## config.mk

```make
export PLATFORM = sky130hd
export DESIGN_NAME = mbe_fifo
export DESIGN_NICKNAME = d
export VERILOG_FILES = /design/src/design/mbe_pkg.sv /design/src/design/mbe_fifo.sv
export SDC_FILE = /design/constraint.sdc
export NUM_CORES = 1
export LEC_CHECK = 0
export ABC_AREA = 1
export BUFFER_PORTS_ARGS = -buffer_cell sky130_fd_sc_hd__buf_4
export CAP_MARGIN = 30
export CORE_MARGIN = 8
export CORE_UTILIZATION = 45
export DETAILED_ROUTE_END_ITERATION = 10
export PLACE_DENSITY = 0.81
export SKIP_LAST_GASP = 1
export SLEW_MARGIN = 20
export SYNTH_ARGS = -nofsm -noshare
export SYNTH_HDL_FRONTEND = slang
export SYNTH_SLANG_ARGS = --single-unit
```

## constraint.sdc

```tcl
create_clock -name clk_i -period 6.4 [get_ports clk_i]
set_input_delay 0.32 -clock clk_i [delete_from_list [all_inputs] [get_ports clk_i]]
set_output_delay 0.32 -clock clk_i [all_outputs]
set_load 0.1 [all_outputs]
```

## src/design/mbe_pkg.sv

```systemverilog
// ----------------------------------------------------------------------------
// mbe_pkg
// Shared types, constants and helpers of the Mandelbrot escape-time unit.
// ----------------------------------------------------------------------------
package mbe_pkg;

  // Fixed-point format of every plane coordinate.
  localparam int FRAC_BITS = 28;
  localparam int COORD_W   = 32;
  localparam int SAT_IN_W  = 48;

  // Image size bound and field widths.
  localparam int          DIM_W   = 13;
  localparam int          PIX_W   = 12;
  localparam int          STEP_W  = 31;
  localparam int          COUNT_W = 16;
  localparam logic [12:0] MAX_DIM = 13'd4096;

  // Escape threshold: |z|^2 > 4 with 2*FRAC_BITS fraction bits.
  localparam int          THR_BITS = 2 * FRAC_BITS + 2;
  localparam logic [63:0] ESC_THR  = (THR_BITS <= 63) ? (64'd1 << THR_BITS) : {64{1'b1}};

  // Configuration port.
  localparam int CFG_IDX_W  = 3;
  localparam int CFG_DATA_W = 32;

  typedef enum logic [CFG_IDX_W-1:0] {
    REG_IMAGE_WIDTH     = 3'd0,
    REG_IMAGE_HEIGHT    = 3'd1,
    REG_CENTER_RE       = 3'd2,
    REG_CENTER_IM       = 3'd3,
    REG_PIXEL_STEP      = 3'd4,
    REG_ITERATION_LIMIT = 3'd5
  } cfg_idx_e;

  // One complex point c as handed from the front end to the iteration engine.
  typedef struct packed {
    logic signed [COORD_W-1:0] re;
    logic signed [COORD_W-1:0] im;
  } point_t;

  // View settings used by the pixel mapper.
  typedef struct packed {
    logic [DIM_W-1:0]          width;
    logic [DIM_W-1:0]          height;
    logic signed [COORD_W-1:0] center_re;
    logic signed [COORD_W-1:0] center_im;
    logic [STEP_W-1:0]         step;
  } map_cfg_t;

  // Clamp a wide signed value to the 32-bit coordinate range.
  function automatic logic signed [COORD_W-1:0] sat_coord(input logic signed [SAT_IN_W-1:0] v);
    logic signed [COORD_W-1:0] res;
    if (v[SAT_IN_W-1:COORD_W-1] == {(SAT_IN_W-COORD_W+1){v[SAT_IN_W-1]}}) begin
      res = signed'(v[COORD_W-1:0]);
    end else if (v[SAT_IN_W-1]) begin
      res = signed'({1'b1, {(COORD_W-1){1'b0}}});
    end else begin
      res = signed'({1'b0, {(COORD_W-1){1'b1}}});
    end
    return res;
  endfunction

  // Image size above the bound is taken as the bound.
  function automatic logic [DIM_W-1:0] clamp_dim(input logic [DIM_W-1:0] v);
    return (v > MAX_DIM) ? MAX_DIM : v;
  endfunction

endpackage

```

## src/design/mbe_fifo.sv

```systemverilog
// ----------------------------------------------------------------------------
// mbe_fifo
// Small queue of mapped points between the pixel mapper and the engine.
// ----------------------------------------------------------------------------
module mbe_fifo
  import mbe_pkg::*;
#(
  parameter int DEPTH = 2
) (
  input  logic   clk_i,
  input  logic   rst_ni,
  input  logic   push_i,
  input  point_t data_i,
  output logic   full_o,
  input  logic   pop_i,
  output point_t data_o,
  output logic   valid_o
);

  localparam int PTR_W = (DEPTH > 1) ? $clog2(DEPTH) : 1;
  localparam int CNT_W = $clog2(DEPTH + 1);
  localparam logic [PTR_W-1:0] LAST_PTR = PTR_W'(DEPTH - 1);
  localparam logic [CNT_W-1:0] FULL_CNT = CNT_W'(DEPTH);

  point_t           mem_q [DEPTH];
  logic [PTR_W-1:0] wr_ptr_q, wr_ptr_d;
  logic [PTR_W-1:0] rd_ptr_q, rd_ptr_d;
  logic [CNT_W-1:0] count_q, count_d;
  logic             do_push, do_pop;

  assign full_o  = (count_q == FULL_CNT);
  assign valid_o = (count_q != '0);
  assign data_o  = mem_q[rd_ptr_q];
  assign do_push = push_i && !full_o;
  assign do_pop  = pop_i && valid_o;

  // Pointer and fill count update.
  always_comb begin
    wr_ptr_d = wr_ptr_q;
    rd_ptr_d = rd_ptr_q;
    count_d  = count_q;
    if (do_push) begin
      wr_ptr_d = (wr_ptr_q == LAST_PTR) ? '0 : wr_ptr_q + 1'b1;
    end
    if (do_pop) begin
      rd_ptr_d = (rd_ptr_q == LAST_PTR) ? '0 : rd_ptr_q + 1'b1;
    end
    if (do_push && !do_pop) begin
      count_d = count_q + 1'b1;
    end else if (do_pop && !do_push) begin
      count_d = count_q - 1'b1;
    end
  end

  always_ff @(posedge clk_i or negedge rst_ni) begin
    if (!rst_ni) begin
      wr_ptr_q <= '0;
      rd_ptr_q <= '0;
      count_q  <= '0;
    end else begin
      wr_ptr_q <= wr_ptr_d;
      rd_ptr_q <= rd_ptr_d;
      count_q  <= count_d;
    end
  end

  // Entry storage.
  always_ff @(posedge clk_i) begin
    if (do_push) begin
      mem_q[wr_ptr_q] <= data_i;
    end
  end

endmodule

```

==> results.toml <==
[critical_path]
cp.required_ps = 6080
worstPathMaxFanout = 66
cp_slowest_cell = "dfrtp_4"
cp.buffers_inverters = 3
critical_path.top_delay_family = "buffers and inverters"
critical-path-max-stage-delay_ps = 740
crit_path_start_kind = "flop"
crit_type = "reg2out"
worst_setup_path_end_kind = "output port"
timing.critical_path.arrival_ps = 2510
worst_path_most_repeated_cell = "nand2_1"
path_cells = "inv_2 -> buf_12 -> nand2_1 -> nand2_1 -> buf_4"

[routing]
route.detailed.drc = 0
vias = 3348
drt_first_pass_iters = 4
detailed_route_wire_length_um = 11300
avgRoutedWirePerCell_um = 15.6
detail-route-antenna-nets = 0
drt-initial-drc-count = 185
routed_via_density = 4.62

[floorplan]
placement_rows = 38
die_area_um2 = 14400
io_pins = 134
chipWidth_um = 120
start_util_pct = 45.6
height_of_the_chip_um = 120
design.core.area_um2 = 10700

[cts]
root_buffer = "clkbuf_8"
postCtsSetupRepairBufs = 0
cts_made_buffers = 17
cts_tree = "yes"
worst_skew_pair.late_latency_ps = 500
cts_max_level = 4
tritoncts_num_sinks = 132
cts_max_path_buffers = 2
worst_setup_hold_path_clk_slew_ps = 60

[global_routing]
grt_first_pass_wirelength_um = 18300
grt_start_max_net_pins = 67
grt.total_usage_pct = 16.2
grt-ovfl-total = 0
antenna_found_initial = 1
vias_in_the_first_global_route = 3668

[sta]
final-setup-viol-count = 0
worst_slew_margin_rel_pct = 43.9
worst_slew_pin_slew_ps = 840
timing.final.ws_setup_ps = 3570
grt_setup_unrepaired = "no"
clock_skew_ps = 7.10
finalHoldWorstSlack_ps = 35.1
min_period_ps = 2830
fmax_mhz = 354
finalHoldViolCount = 0
fin_setup_tns_ps = 0
final.period_utilization_pct = 44.2
finalMaxSlewViolations = 0

[logic_synthesis]
share_of_synthesized_cell_area_in_full_adder_half_adder_and_majority_cells_pct = 0.256
synthCells = 366
synthMuxAreaShare_pct = 0
ys.warnings.count = 0
synth_area_leaders = "edfxtp_1 79%, nand2_1 16%, dfrtp_1 2.1%, buf_4 1.2%, buf_2 0.62%"
ys_seq_area_share_pct = 80.8
synth_top_area_share_pct = 78.8
synth_xor_area_share_pct = 0.179
synth_top_area_cell = "edfxtp_1"
synth_seq_cells = 132
synth_cell_type_count = 13
synth_simple_gate_area_share_pct = 16.2
post_synthesis_cell_area_um2 = 4880
syn_avg_cell_area_um2 = 13.3
synth_top_family_by_area = "simple AND/OR/NAND/NOR gates"
synth_fp_nets = 435
synth_compound_gate_area_share_pct = 0.103

[placement]
globalplace.congestion = 0.738
detailedPlacementHpwl_um = 7070
buffer_ports.inserted = 133
dpl_worst_slack_ps = 4040

[finish]
most-common-layout-cells = "203 x nand2_1, 135 x buf_4, 128 x edfxtp_1"
drive_above_1_share_pct = 28.8
mostFrequentLayoutCell = "nand2_1"
filler_cell_count = 746
num-nets-final = 640
area.growth.synth_to_final_pct = 47.7

[flow_run]
timing.max_cap.violations = 0

[run_status]
outcome = "finished, final reports clean"

[worst_hold_path]
timing.hold.worst.class = "in2reg"
## flip-flops by register name, indices dropped and copies added, names as in the netlist
name      cells
mem_q       128
count_q       2
rd_ptr_q      1
wr_ptr_q      1
## through the flow
stage          cell area, um^2  instances  utilization, %
6_report                  7210        725            67.4
5_1_grt                   7210        725            67.4
4_1_cts                   7210        724            67.4
3_5_place_dp              6010        628            56.2
3_3_place_gp              5990        627            56.0
2_1_floorplan             4880        366               -
## cell type report
| cell class | count | area (um^2) | area share [%] |
|---|---|---|---|
| diodes | 1 | 2.50 | 0.0347 |
| clock buffers | 18 | 418 | 5.80 |
| clock inverters | 14 | 138 | 1.91 |
| inverters | 8 | 30.0 | 0.417 |
| multi-input cells | 212 | 823 | 11.4 |
| flip-flops and latches | 132 | 3950 | 54.8 |
| well taps | 140 | 175 | 2.43 |
| repair buffers | 200 | 1670 | 23.2 |
## routing by layer
metal	vias up	track usage (%)	part of all wire [%]	wire (um)
li1	1642	-	-	-
met1	1582	18.1	39	4370
met2	116	28.2	53	5940
met3	8	5.64	7.8	884
met4	0	5.70	1.0	115
met5	-	0	0	0
## worst reg2reg max path: cells and delay by family (launching register included)
family        cells  cell delay (ps)
simple gates      3              390
flops             1              380
buf+inv           3             1200
## path summary, 6_finish.rpt
| path | start | endpoint | slack (ps) | depth (start not counted) |
|---|---|---|---|---|
| min in group asynchronous | rst_ni | count_q[0] | 200 | 2 |
| hold reg to reg | wr_ptr_q | wr_ptr_q | 480 | 2 |
| max in group asynchronous | rst_ni | rd_ptr_q | 6080 | 2 |
| hold / removal | data_i[41] | mem_q[1][41] | 40 | 1 |
| setup / recovery | rd_ptr_q | data_o[56] | 3570 | 5 |
| setup reg to reg | count_q[1] | mem_q[0][24] | 4050 | 6 |
## cells by family after synthesis
kind of cell | Yosys count
AO/OA/AOI/OAI | 1
XOR/XNOR | 1
buffers and inverters | 22
flip-flops | 132
AND/OR/NAND/NOR | 209
adder cells (fa/ha/maj) | 1
## Yosys cell counts (all sizes together)
| library cell | count |
|---|---|
| ha | 1 |
| xnor2 | 1 |
| edfxtp | 128 |
| buf | 14 |
| nand3 | 2 |
| dfrtp | 4 |
| nor2 | 3 |
| o21ai | 1 |
| nand4 | 1 |
| nand2 | 203 |
| inv | 8 |
## what timing repair did
action / in CTS / in global routing
hold endpoints to repair: 130 / 0
gates resized for setup: 0 / 0
hold buffers: 64 / 0
Power is not shown: default switching activity piles up to over one toggle a cycle in this logic, so the estimate is an artifact.
