===== src/design/mbe_pkg.sv =====
// ----------------------------------------------------------------------------
// mbe_pkg
// Shared types, constants and helpers of the Mandelbrot escape-time unit.
// ----------------------------------------------------------------------------
package mbe_pkg;

  // Fixed-point format of every plane coordinate.
  localparam int FRAC_BITS = 28;
  localparam int COORD_W   = 32;
  localparam int SAT_IN_W  = 48;

  // Image size bound and field widths.
  localparam int          DIM_W   = 13;
  localparam int          PIX_W   = 12;
  localparam int          STEP_W  = 31;
  localparam int          COUNT_W = 16;
  localparam logic [12:0] MAX_DIM = 13'd4096;

  // Escape threshold: |z|^2 > 4 with 2*FRAC_BITS fraction bits.
  localparam int          THR_BITS = 2 * FRAC_BITS + 2;
  localparam logic [63:0] ESC_THR  = (THR_BITS <= 63) ? (64'd1 << THR_BITS) : {64{1'b1}};

  // Configuration port.
  localparam int CFG_IDX_W  = 3;
  localparam int CFG_DATA_W = 32;

  typedef enum logic [CFG_IDX_W-1:0] {
    REG_IMAGE_WIDTH     = 3'd0,
    REG_IMAGE_HEIGHT    = 3'd1,
    REG_CENTER_RE       = 3'd2,
    REG_CENTER_IM       = 3'd3,
    REG_PIXEL_STEP      = 3'd4,
    REG_ITERATION_LIMIT = 3'd5
  } cfg_idx_e;

  // One complex point c as handed from the front end to the iteration engine.
  typedef struct packed {
    logic signed [COORD_W-1:0] re;
    logic signed [COORD_W-1:0] im;
  } point_t;

  // View settings used by the pixel mapper.
  typedef struct packed {
    logic [DIM_W-1:0]          width;
    logic [DIM_W-1:0]          height;
    logic signed [COORD_W-1:0] center_re;
    logic signed [COORD_W-1:0] center_im;
    logic [STEP_W-1:0]         step;
  } map_cfg_t;

  // Clamp a wide signed value to the 32-bit coordinate range.
  function automatic logic signed [COORD_W-1:0] sat_coord(input logic signed [SAT_IN_W-1:0] v);
    logic signed [COORD_W-1:0] res;
    if (v[SAT_IN_W-1:COORD_W-1] == {(SAT_IN_W-COORD_W+1){v[SAT_IN_W-1]}}) begin
      res = signed'(v[COORD_W-1:0]);
    end else if (v[SAT_IN_W-1]) begin
      res = signed'({1'b1, {(COORD_W-1){1'b0}}});
    end else begin
      res = signed'({1'b0, {(COORD_W-1){1'b1}}});
    end
    return res;
  endfunction

  // Image size above the bound is taken as the bound.
  function automatic logic [DIM_W-1:0] clamp_dim(input logic [DIM_W-1:0] v);
    return (v > MAX_DIM) ? MAX_DIM : v;
  endfunction

endpackage


===== src/design/mbe_front.sv =====
// ----------------------------------------------------------------------------
// mbe_front
// Pixel mapper: accepts pixel transactions and turns each into a point c.
// ----------------------------------------------------------------------------
module mbe_front
  import mbe_pkg::*;
(
  input  logic             clk_i,
  input  logic             rst_ni,
  input  map_cfg_t         cfg_i,
  input  logic             in_valid_i,
  output logic             in_stall_o,
  input  logic [PIX_W-1:0] pixel_col_i,
  input  logic [PIX_W-1:0] pixel_row_i,
  output logic             push_o,
  output point_t           point_o,
  input  logic             full_i
);

  localparam int OFS_W  = PIX_W + 3;
  localparam int PROD_W = OFS_W + COORD_W;

  logic [DIM_W-1:0]         width_eff, height_eff;
  logic signed [OFS_W-1:0]  dx, dy;
  logic signed [COORD_W-1:0] step_s;
  logic signed [PROD_W-1:0] prod_re_q, prod_re_d;
  logic signed [PROD_W-1:0] prod_im_q, prod_im_d;
  logic                     s1_valid_q, s1_valid_d;
  logic                     in_fire;
  logic signed [PROD_W-1:0] half_re, half_im;
  logic signed [PROD_W-1:0] ctr_re_ext, ctr_im_ext;
  logic signed [PROD_W-1:0] sum_re, sum_im;
  logic signed [SAT_IN_W-1:0] sum_re_w, sum_im_w;

  // Hold the pixel while the mapped point cannot enter the queue.
  assign in_stall_o = s1_valid_q && full_i;
  assign in_fire    = in_valid_i && !in_stall_o;
  assign push_o     = s1_valid_q;

  // Pixel offset from the image center in half pixels, times the step.
  assign width_eff  = clamp_dim(cfg_i.width);
  assign height_eff = clamp_dim(cfg_i.height);
  assign dx     = signed'({2'b00, pixel_col_i, 1'b0}) - signed'({2'b00, width_eff});
  assign dy     = signed'({2'b00, height_eff}) - signed'({2'b00, pixel_row_i, 1'b0});
  assign step_s = signed'({1'b0, cfg_i.step});
  assign prod_re_d = dx * step_s;
  assign prod_im_d = dy * step_s;

  always_comb begin
    s1_valid_d = s1_valid_q;
    if (in_fire) begin
      s1_valid_d = 1'b1;
    end else if (s1_valid_q && !full_i) begin
      s1_valid_d = 1'b0;
    end
  end

  always_ff @(posedge clk_i or negedge rst_ni) begin
    if (!rst_ni) begin
      s1_valid_q <= 1'b0;
    end else begin
      s1_valid_q <= s1_valid_d;
    end
  end

  always_ff @(posedge clk_i) begin
    if (in_fire) begin
      prod_re_q <= prod_re_d;
      prod_im_q <= prod_im_d;
    end
  end

  // Halve with floor, add the view center and clamp to the coordinate range.
  assign half_re    = prod_re_q >>> 1;
  assign half_im    = prod_im_q >>> 1;
  assign ctr_re_ext = signed'({{(PROD_W-COORD_W){cfg_i.center_re[COORD_W-1]}},
                               cfg_i.center_re});
  assign ctr_im_ext = signed'({{(PROD_W-COORD_W){cfg_i.center_im[COORD_W-1]}},
                               cfg_i.center_im});
  assign sum_re     = half_re + ctr_re_ext;
  assign sum_im     = half_im + ctr_im_ext;
  assign sum_re_w   = signed'({{(SAT_IN_W-PROD_W){sum_re[PROD_W-1]}}, sum_re});
  assign sum_im_w   = signed'({{(SAT_IN_W-PROD_W){sum_im[PROD_W-1]}}, sum_im});
  assign point_o.re = sat_coord(sum_re_w);
  assign point_o.im = sat_coord(sum_im_w);

endmodule


===== config.mk =====
export PLATFORM = sky130hd
export DESIGN_NAME = mbe_front
export DESIGN_NICKNAME = d
export VERILOG_FILES = /design/src/design/mbe_pkg.sv /design/src/design/mbe_front.sv
export SDC_FILE = /design/constraint.sdc
export NUM_CORES = 2
export LEC_CHECK = 0
export ABC_AREA = 0
export BUFFER_PORTS_ARGS = -buffer_cell sky130_fd_sc_hd__buf_2
export CORE_MARGIN = 2
export CORE_UTILIZATION = 59
export CTS_BUF_LIST = sky130_fd_sc_hd__clkbuf_2 sky130_fd_sc_hd__clkbuf_4 sky130_fd_sc_hd__clkbuf_8
export DETAILED_ROUTE_END_ITERATION = 10
export GPL_TIMING_DRIVEN = 0
export HOLD_SLACK_MARGIN = 0.02
export PLACE_DENSITY = 0.81
export RECOVER_POWER = 25
export SLEW_MARGIN = 20
export SYNTH_ARGS = -nofsm -noshare
export SYNTH_HDL_FRONTEND = slang
export SYNTH_SLANG_ARGS = --single-unit

===== constraint.sdc =====
create_clock -name clk_i -period 5.4 [get_ports clk_i]
set_clock_uncertainty 0.1 [all_clocks]
set_input_delay 0.81 -clock clk_i [delete_from_list [all_inputs] [get_ports clk_i]]
set_output_delay 0.81 -clock clk_i [all_outputs]
set_load 0.1 [all_outputs]

==> summary.md <==
| Metric | Value |
|---|---|
| Outcome | `finished, violations left` |
| Failing checks | `max-capacitance violations, max-slew violations, negative setup slack` |
| Synthesized instance count | `4429` |
| Ys Warns | `0` |
| Syn avg cell area | `8.600 sq um` |
| Placed insts | `5471` |
| Synth area leader | `fa_1` |
| Ranking of synthesized cells by area | `fa_1, ha_1, inv_1, edfxtp_1, nand2_1` |
| Setup TNS | `-251520 ps` |
| FF-to-FF path depth | `4` |
| Hold Fails Final Rpt | `0` |
| Port Buffers | `184` |
| Max incr delay on CP | `560 ps` |
| Post-Syn Area | `38090 sq um` |
| Hold depth | `2` |
| Critical-path maximum fanout | `11` |
| Worst Hold End | `push_o$_DFFE_PN0P_` |
| EDFF count, synth | `90` |
| Crit Reg-Reg Endpoint | `prod_re_q[43]$_DFFE_PP_` |
| Max H-tree Level | `3` |
| Max_slew headroom | `-31.20%` |
| Final worst setup slack | `-3680 ps` |
| Top_reg_cell synth | `edfxtp_1` |
| Gr usage total | `33.78%` |
| Placer Congestion | `0.9452` |
| Vias in the first global route | `34207` |
| Critical path buffer and inverter count | `14` |
| Seq/Total Area, Yosys | `7.161%` |
| Clock Pin Slew Worst Setup and Hold Paths | `100 ps` |
| CP required | `5530 ps` |
| Family with the most delay on the worst path | `adder cells` |
| Max-cap check violation count | `1` |
| Die W | `258.1 um` |
| Top-area cell type share of the netlist area | `36.58%` |
| Tcrit/Tclk final | `168.1%` |
| Detailed Route WL | `115.5 mm` |
| Post-route ant nets | `0` |
| Fin area | `45190 sq um` |
| Filler cells | `4639` |
| Num ports | `215` |
| First-pass GRT wire length | `175.5 mm` |
| RSZ-0062 raised after global routing | `true` |
| Initial antenna violation count | `12` |
| Critical Path Source | `cfg_i[120]` |
| Nets | `6016` |
| Final Critical Period | `9080 ps` |
| Die ar. | `66610 sq um` |
| Worst Setup Start Kind | `primary input` |
| Pin count of the biggest net entering global routing | `30` |
| Clock buffer count from CTS | `9` |
| Mux contribution to synthesized area | `1.008%` |
| # rows | `93` |
| Worst hold path class | `in2reg` |
| Hold_sp | `in_valid_i` |
| Slew @ Worst Pin | `1964 ps` |
| Asr flop ratio synth | `1.099%` |
| XOR/XNOR Fraction of Synth Area | `3.495%` |
| Initial Util | `59.41%` |
| Dpl cell area | `41560 sq um` |
| DR iter-0 viols | `3201` |
| Clk sinks | `91` |
| Final slew viol count | `19` |
| Die H | `258.1 um` |
| Clock Latency Late Sink | `470 ps` |
| #FFs+latches synth | `91` |
| Most Frequent Cell on Critical Path | `fa_1` |
| Adder-cell share of the synthesized area | `49.65%` |
| HPWL Detailed | `88.93 mm` |
| CP Capture Type | `flip-flop` |
| Layout area overhead | `18.64%` |
| Fmax | `110.1 MHz` |
| DP Worst Slack | `-4854 ps` |
| R2R setup slack | `1550 ps` |
| Largest family of logic cells by synthesized area | `adder cells` |
| CTS tree | `done` |
| Final setup fails | `144` |
| Via density | `5.968` |
| Compound-gate portion of the synthesized area | `11.01%` |
| DR WL/cell | `20.49 um` |
| Number of distinct library cells after synthesis | `89` |
| Post-synthesis simple-gate area fraction | `17.44%` |
| CTS max path bufs | `2` |
| Root buffer cell | `clkbuf_8` |
| Reg2reg start | `push_o$_DFFE_PN0P_` |
| Gr ovfl total | `0` |
| Core ar. | `64120 sq um` |
| Worst EP arrival | `9210 ps` |
| Crit path kind | `in2reg` |
| DR vias | `33650` |
| Residual DRC | `0` |
| Pre-antenna DRT Iters | `8` |
| Post-Syn Nets | `5672` |
| Post-route insts no fill | `5638` |
| Slowest CP cell | `fa_1` |
| Fraction of layout cells with a size suffix above 1 | `17.92%` |
-- sequential cells by signal (all words and copies together) (netlist names) --
register and cells:
prod_im_q 45, prod_re_q 45, push_o 1
-- layout by cell type, fill, tap and decap left out, types with 26 or more instances in the layout --
master,count
clkbuf_1,144
edfxtp_1,90
a21o_1,81
xnor2_1,85
xor2_1,50
o21ai_0,89
a21oi_2,48
buf_12,27
nor2_1,158
a21oi_1,132
nand2_1,619
buf_2,141
ha_1,347
or2_2,26
and2_1,240
inv_1,775
nand4_1,31
buf_4,122
nor2b_1,84
fa_1,680
nor3_1,26
nand2b_1,56
ha_4,46
buf_6,61
-- worst max path at each step --
stage / to / slack [ps] / cells after the start
2_1_floorplan: prod_re_q[41]$_DFFE_PP_ / -3120 / 37
3_3_place_gp: prod_re_q[41]$_DFFE_PP_ / -4720 / 37
3_5_place_dp: prod_im_q[45]$_DFFE_PP_ / -4850 / 36
4_1_cts: prod_re_q[41]$_DFFE_PP_ / -3640 / 37
5_1_grt: prod_re_q[41]$_DFFE_PP_ / -3870 / 38
6_report: prod_re_q[21]$_DFFE_PP_ / -3680 / 43
-- timing repair --
| item | CTS | global route |
|---|---|---|
| pin swaps | 122 | 158 |
| hold endpoints to repair | 1 | 0 |
| setup buffers | 93 | 72 |
| endpoints found under the setup margin | 145 | 145 |
| hold buffers | 1 | 0 |
| resized for setup | 299 | 280 |
| cloned | 3 | 0 |
-- cell usage after synthesis (93+ instances only) --
master and n:
inv_1 791, fa_1 696, nand2_1 641, ha_1 398
and2_1 244, clkbuf_1 207, a21oi_1 187, nor2_1 181
o21ai_0 131, a21o_1 110, xnor2_1 98, nor2b_1 93
-- routing by layer --
metal  vias up  share of wire, %  track usage [%]  wire, um
met2      1802                48            55.61     55020
met1     16719                37            42.91     42300
li1      14651                 -                -         -
met3       470                11            7.823     12140
met5         -             0.074                0        85
met4         8               5.2            14.34      5968
-- kinds of logic (layout without fill, tap and decap cells) --
kind of cell	after synthesis	count (layout)
AOI/OAI and AO/OA	641	641
xor gates and xnor gates	152	152
adders and majority gates	1094	1094
buffers and inverters	1020	1369
DFF	91	91
muxes	38	38
other	0	5
and+or+nand+nor	1393	1393
-- final cells by class --
type | instances | area (sq um) | area share [%]
Antenna cell | 5 | 12.51 | 0.02769
Buffer | 226 | 1434 | 3.173
Clock buffer | 12 | 146.4 | 0.3239
Clock inverter | 4 | 75.07 | 0.1661
Inverter | 791 | 2978 | 6.589
Multi-Input combinational cell | 3318 | 34020 | 75.28
Sequential cell | 91 | 2728 | 6.036
Tap cell | 855 | 1070 | 2.367
Timing Repair Buffer | 336 | 2726 | 6.033
-- metrics by stage --
| stage | utilization [%] | hold WS (ps) |
|---|---|---|
| floorplan | - | 414.4 |
| global placement | 64.70 | 485.3 |
| detailed placement | 64.81 | 490.7 |
| CTS | 68.42 | 431.3 |
| global route | 70.47 | 445.6 |
| finish | 70.49 | 439.0 |
Power is not shown: default switching activity piles up to over one toggle a cycle in this logic, so the estimate is an artifact.
